### config.mk
export PLATFORM = sky130hd
export DESIGN_NAME = ceoe_ram
export DESIGN_NICKNAME = d
export VERILOG_FILES = /design/src/sv/ceoe_ram.sv
export SDC_FILE = /design/constraint.sdc
export NUM_CORES = 2
export LEC_CHECK = 0
export ABC_AREA = 1
export BUFFER_PORTS_ARGS = -buffer_cell sky130_fd_sc_hd__buf_2
export CAP_MARGIN = 10
export CORE_MARGIN = 4
export CORE_UTILIZATION = 50
export CTS_CLUSTER_DIAMETER = 200
export DETAILED_ROUTE_END_ITERATION = 8
export PLACE_DENSITY = 0.68
export SLEW_MARGIN = 0
export SYNTH_ARGS = -nofsm -noshare
export SYNTH_HDL_FRONTEND = slang
export SYNTH_SLANG_ARGS = --single-unit
export TNS_END_PERCENT = 10
### constraint.sdc
create_clock -name clk -period 2.58 [get_ports clk]
set_input_delay 0.129 -clock clk [delete_from_list [all_inputs] [get_ports clk]]
set_output_delay 0.129 -clock clk [all_outputs]
set_load 0.005 [all_outputs]
### src/sv/ceoe_ram.sv
// Generic single-port RAM with registered read data.
`default_nettype none
module ceoe_ram #(
  parameter int WIDTH = 8,
  parameter int DEPTH = 256
) (
  input  wire logic                     clk,
  input  wire logic                     we,
  input  wire logic [$clog2(DEPTH)-1:0] addr,
  input  wire logic [WIDTH-1:0]         wdata,
  output logic      [WIDTH-1:0]         rdata
);

  logic [WIDTH-1:0] mem [DEPTH];

  always_ff @(posedge clk) begin
    if (we) begin
      mem[addr] <= wdata;
    end
    rdata <= mem[addr];
  end

endmodule
`default_nettype wire

# Word level (Yosys, flattened, before mapping)
# Memory sizes are Yosys's and may differ from the RTL's. A register that Yosys moved wholly into a read port is not among the register bits.
# Cells that the tools add are included.
[classes] addsub=0 n_mul=0 div=0 n_lt_le_gt_ge=0 eq_ne=0 n_shift=0 n_mux=2 bitwise_logic=0 n_reduce_logical=0
[op_table] cell="2-to-1 mux 1 bit" count=2
[totals] reg_bits=0 latch_bits=0 ramBits=2048 romBits=0 input_bits=18 out_inout_bits=8 elab_cells=3 n_memories=1
[mem_list] memory="mem" depth=256 width=8 read_ports=1 rd_ports_with_merged_regs=1 wr=1 line="14" text="logic [WIDTH-1:0] mem [DEPTH];"

# Logic depth before layout (Yosys ltp)
[logic_depth] word_depth=2 ltp_mapped=15 depth_no_buf=13

# Worst setup path after synthesis
# No wires, ideal clock.
[synth_path] kind="input port to flip-flop" start="input port addr[1]" end="memory mem[234][0], enable pin" setup_ps=370 t_arrival_ps=1599 t_required_ps=2210 path_slack_ps=611 cell_stages=10 n_path_buf=4 cell_sequence="buf_4 > inv_4 > nor2_8 > buf_4 > buf_4 > inv_2 > nor2_1 > nand2_1 > clkbuf_1 > nor2_1"
[synth_lines] item="start, declared" line="9" text="input wire logic [$clog2(DEPTH)-1:0] addr,"
[synth_lines] item="end, declared" line="14"
# No word-level cell before the write port.

==> results.sh <==
export IMPL_cts_buffers=203
export IMPL_min_period_over_period_pct=94.4
export IMPL_utilization_pct=57.7
export IMPL_required_ps=3260
export IMPL_clock_sinks=2056
export IMPL_postLayoutCellArea_sq_mm=0.0969
export IMPL_yosys_register_bits=2056
export IMPL_r2r_worst_path_cells=12
export IMPL_drc=0
export IMPL_ys_warn_count=0
export IMPL_slew_viol_final=0
export IMPL_clock_root_buffer="clkbuf_16"
export IMPL_drive_gt1_share_pct=8.90
export IMPL_arrival_ps=3110
export IMPL_vias_per_cell=5.41
export IMPL_synth_area_per_cell_sq_um=10.6
export IMPL_yosys_top_cells_area="edfxtp_1 (72%), nand2_1 (21%), nor2_1 (1.6%)"
export IMPL_cts_buffer_depth=3
export IMPL_reg2reg_to="rdata[4]"
export IMPL_critPathMaxFanout=1
export IMPL_status="finished, final reports clean"
export IMPL_finalClockSkew_ps=33.6
export IMPL_syn_nets=8039
export IMPL_power_density_mw_per_mm2=723
export IMPL_drv_cap=0
export IMPL_placed_cells=10300
export IMPL_dp_final_hpwl_um=136000
export IMPL_total_leakage_power_nw=38.9
export IMPL_fmaxAchievable_ghz=0.411
export IMPL_grt_pass1_vias=56100
export IMPL_ys_seq_area_share_pct=72.7
export IMPL_finalNonFillerCells=10700
export IMPL_initial_core_util_pct=50.5
export IMPL_fin_nets=8289
export IMPL_place_gp_congestion=0.882
export IMPL_drtIter0Drc=6983
export IMPL_r2r_start="mem[65][4]"
export IMPL_grt_ovfl_total=0
export IMPL_yosysUniqueCellTypes=18
export IMPL_end_kind="flip-flop"
export IMPL_antenna_found_initial=3
export IMPL_synthCells=8021
export IMPL_min_period_ps=2430
export IMPL_yosys_area_top_type="edfxtp_1"
export IMPL_core_area_sq_mm=0.168
export IMPL_tritoncts="yes"
export IMPL_grt_start_max_net_pins=99
export IMPL_hp_class="input port to flip-flop"
export IMPL_drtPass1Iterations=5
export IMPL_syn_cell_area_sq_mm=0.0849
export IMPL_num_vias=57600
export IMPL_crit_type="flip-flop to flip-flop"
export IMPL_cts_repair_resized=0
export IMPL_dpl_instance_area_sq_mm=0.0903
export IMPL_synth_top_area_share_pct=72.5
export IMPL_ant_nets=0
export IMPL_whs_endpoint="mem[188][5]"
export IMPL_clkLatencyLatePin_ps=840
export IMPL_die_w_um=420
export IMPL_std_cell_rows=150
export IMPL_setup_viol=0
export IMPL_ff2ff_setup_slack_ps=150
export IMPL_rsz0062_at_grt="no"
export IMPL_area_delta_synth_final_pct=14.2
export IMPL_hold_violations=0
export IMPL_wl_um=227000
export IMPL_track_usage_pct=25.6
export IMPL_relSlewSlack_pct=29.8
export IMPL_wl_per_cell_um=21.3
export IMPL_io_buffers=25
export IMPL_whs_ps=140
export IMPL_clkTransAtPathRegs_ps=60
export IMPL_ir_drop_mv=0.728
export IMPL_hold_path_depth=4
export IMPL_fp_dieH_um=420
export IMPL_hp_start="we"
export IMPL_cts_htree_levels=4
export IMPL_io_pins=26
export IMPL_cp_start_kind="flip-flop"
export IMPL_grt_pass1_wl_um=340000
export IMPL_worstMarginPinSlew_ps=1050
export IMPL_die_area_sq_mm=0.176
layer usage:
layer / routed length [um] / global-route usage [%]
met1: 90900 / 34.8
met2: 108000 / 41.5
met3: 19900 / 4.61
met4: 8250 / 9.29
met5: 0 / 0
layout make-up:
type	instances	area (sq um)
multi-input cells	5513	21200
fillers	13700	71100
clock buffers	261	5420
clock inverters	118	1070
repair buffers	462	4600
inverters	35	165
well taps	2204	2760
diodes	1	2.50
flip-flops and latches	2056	61700
how the worst max path moves through the flow:
stage                             end  cells past startpoint  slack [ps]        from
after floorplan           mem[234][0]                     10         610     addr[1]
after CTS                    rdata[4]                     12         180  mem[17][4]
after global placement       rdata[4]                     14        -370     addr[1]
final                        rdata[4]                     12         150  mem[65][4]
after detailed placement     rdata[4]                     14        -380     addr[1]
after global routing         rdata[4]                     12         160  mem[73][4]
critical path, stage by stage (launching register included):
cell and delay, ps:
edfxtp_1 360, nand2_1 70, nand2_1 60, nand2_1 50, nand2_1 40, nand2_1 50
nand2_1 90, o21ai_1 350, nand2_1 250, nor2_1 230, nor2_1 70, nor2_1 520
nand2_1 130
logic make-up after synthesis:
kind of cell,Yosys count,share of synthesized area (%)
AO/OA/AOI/OAI,192,1.13
flip-flops,2056,72.7
AND/OR/NAND/NOR,5321,23.8
buffers and inverters,452,2.36
cells in the final DEF (no fill, tap or decap), drive strengths merged:
cell            n
a21oi          32
buf           451
bufinv         16
clkbuf        261
clkinv         87
clkinvlp        5
dfxtp           8
diode           1
dlygate4sd3    11
edfxtp       2048
inv            45
nand2        4771
nand3         188
nor2          362
o21ai         160
Yosys cell counts, drive strengths merged:
library cell  count
dfxtp             8
nor2            362
inv              35
nand3           188
nand2          4771
a21oi            32
buf             247
o21ai           160
edfxtp         2048
clkbuf          170
state kept, by name, indices dropped and copies added (netlist names):
register,flops
mem,2048
rdata,8
power breakdown:
group          switching, mW  internal [mW]
clock                   12.5           16.5
combinational           3.11           1.09
sequential            0.0587           36.8
metrics by stage:
step	TNS [ps]	setup WS [ps]	total power [mW]
finish	0	145	70.1
global route	0	163	72.2
CTS	0	181	70.4
detailed placement	-674	-382	41.7
global placement	-636	-371	41.7
floorplan	0	611	39.6
timing repair:
action                    in CTS  in global routing
hold endpoints to repair     874                  0
hold buffers                  11                  0
setup buffers                  0                  0
Note: power is estimated with default switching activity, not from simulation.
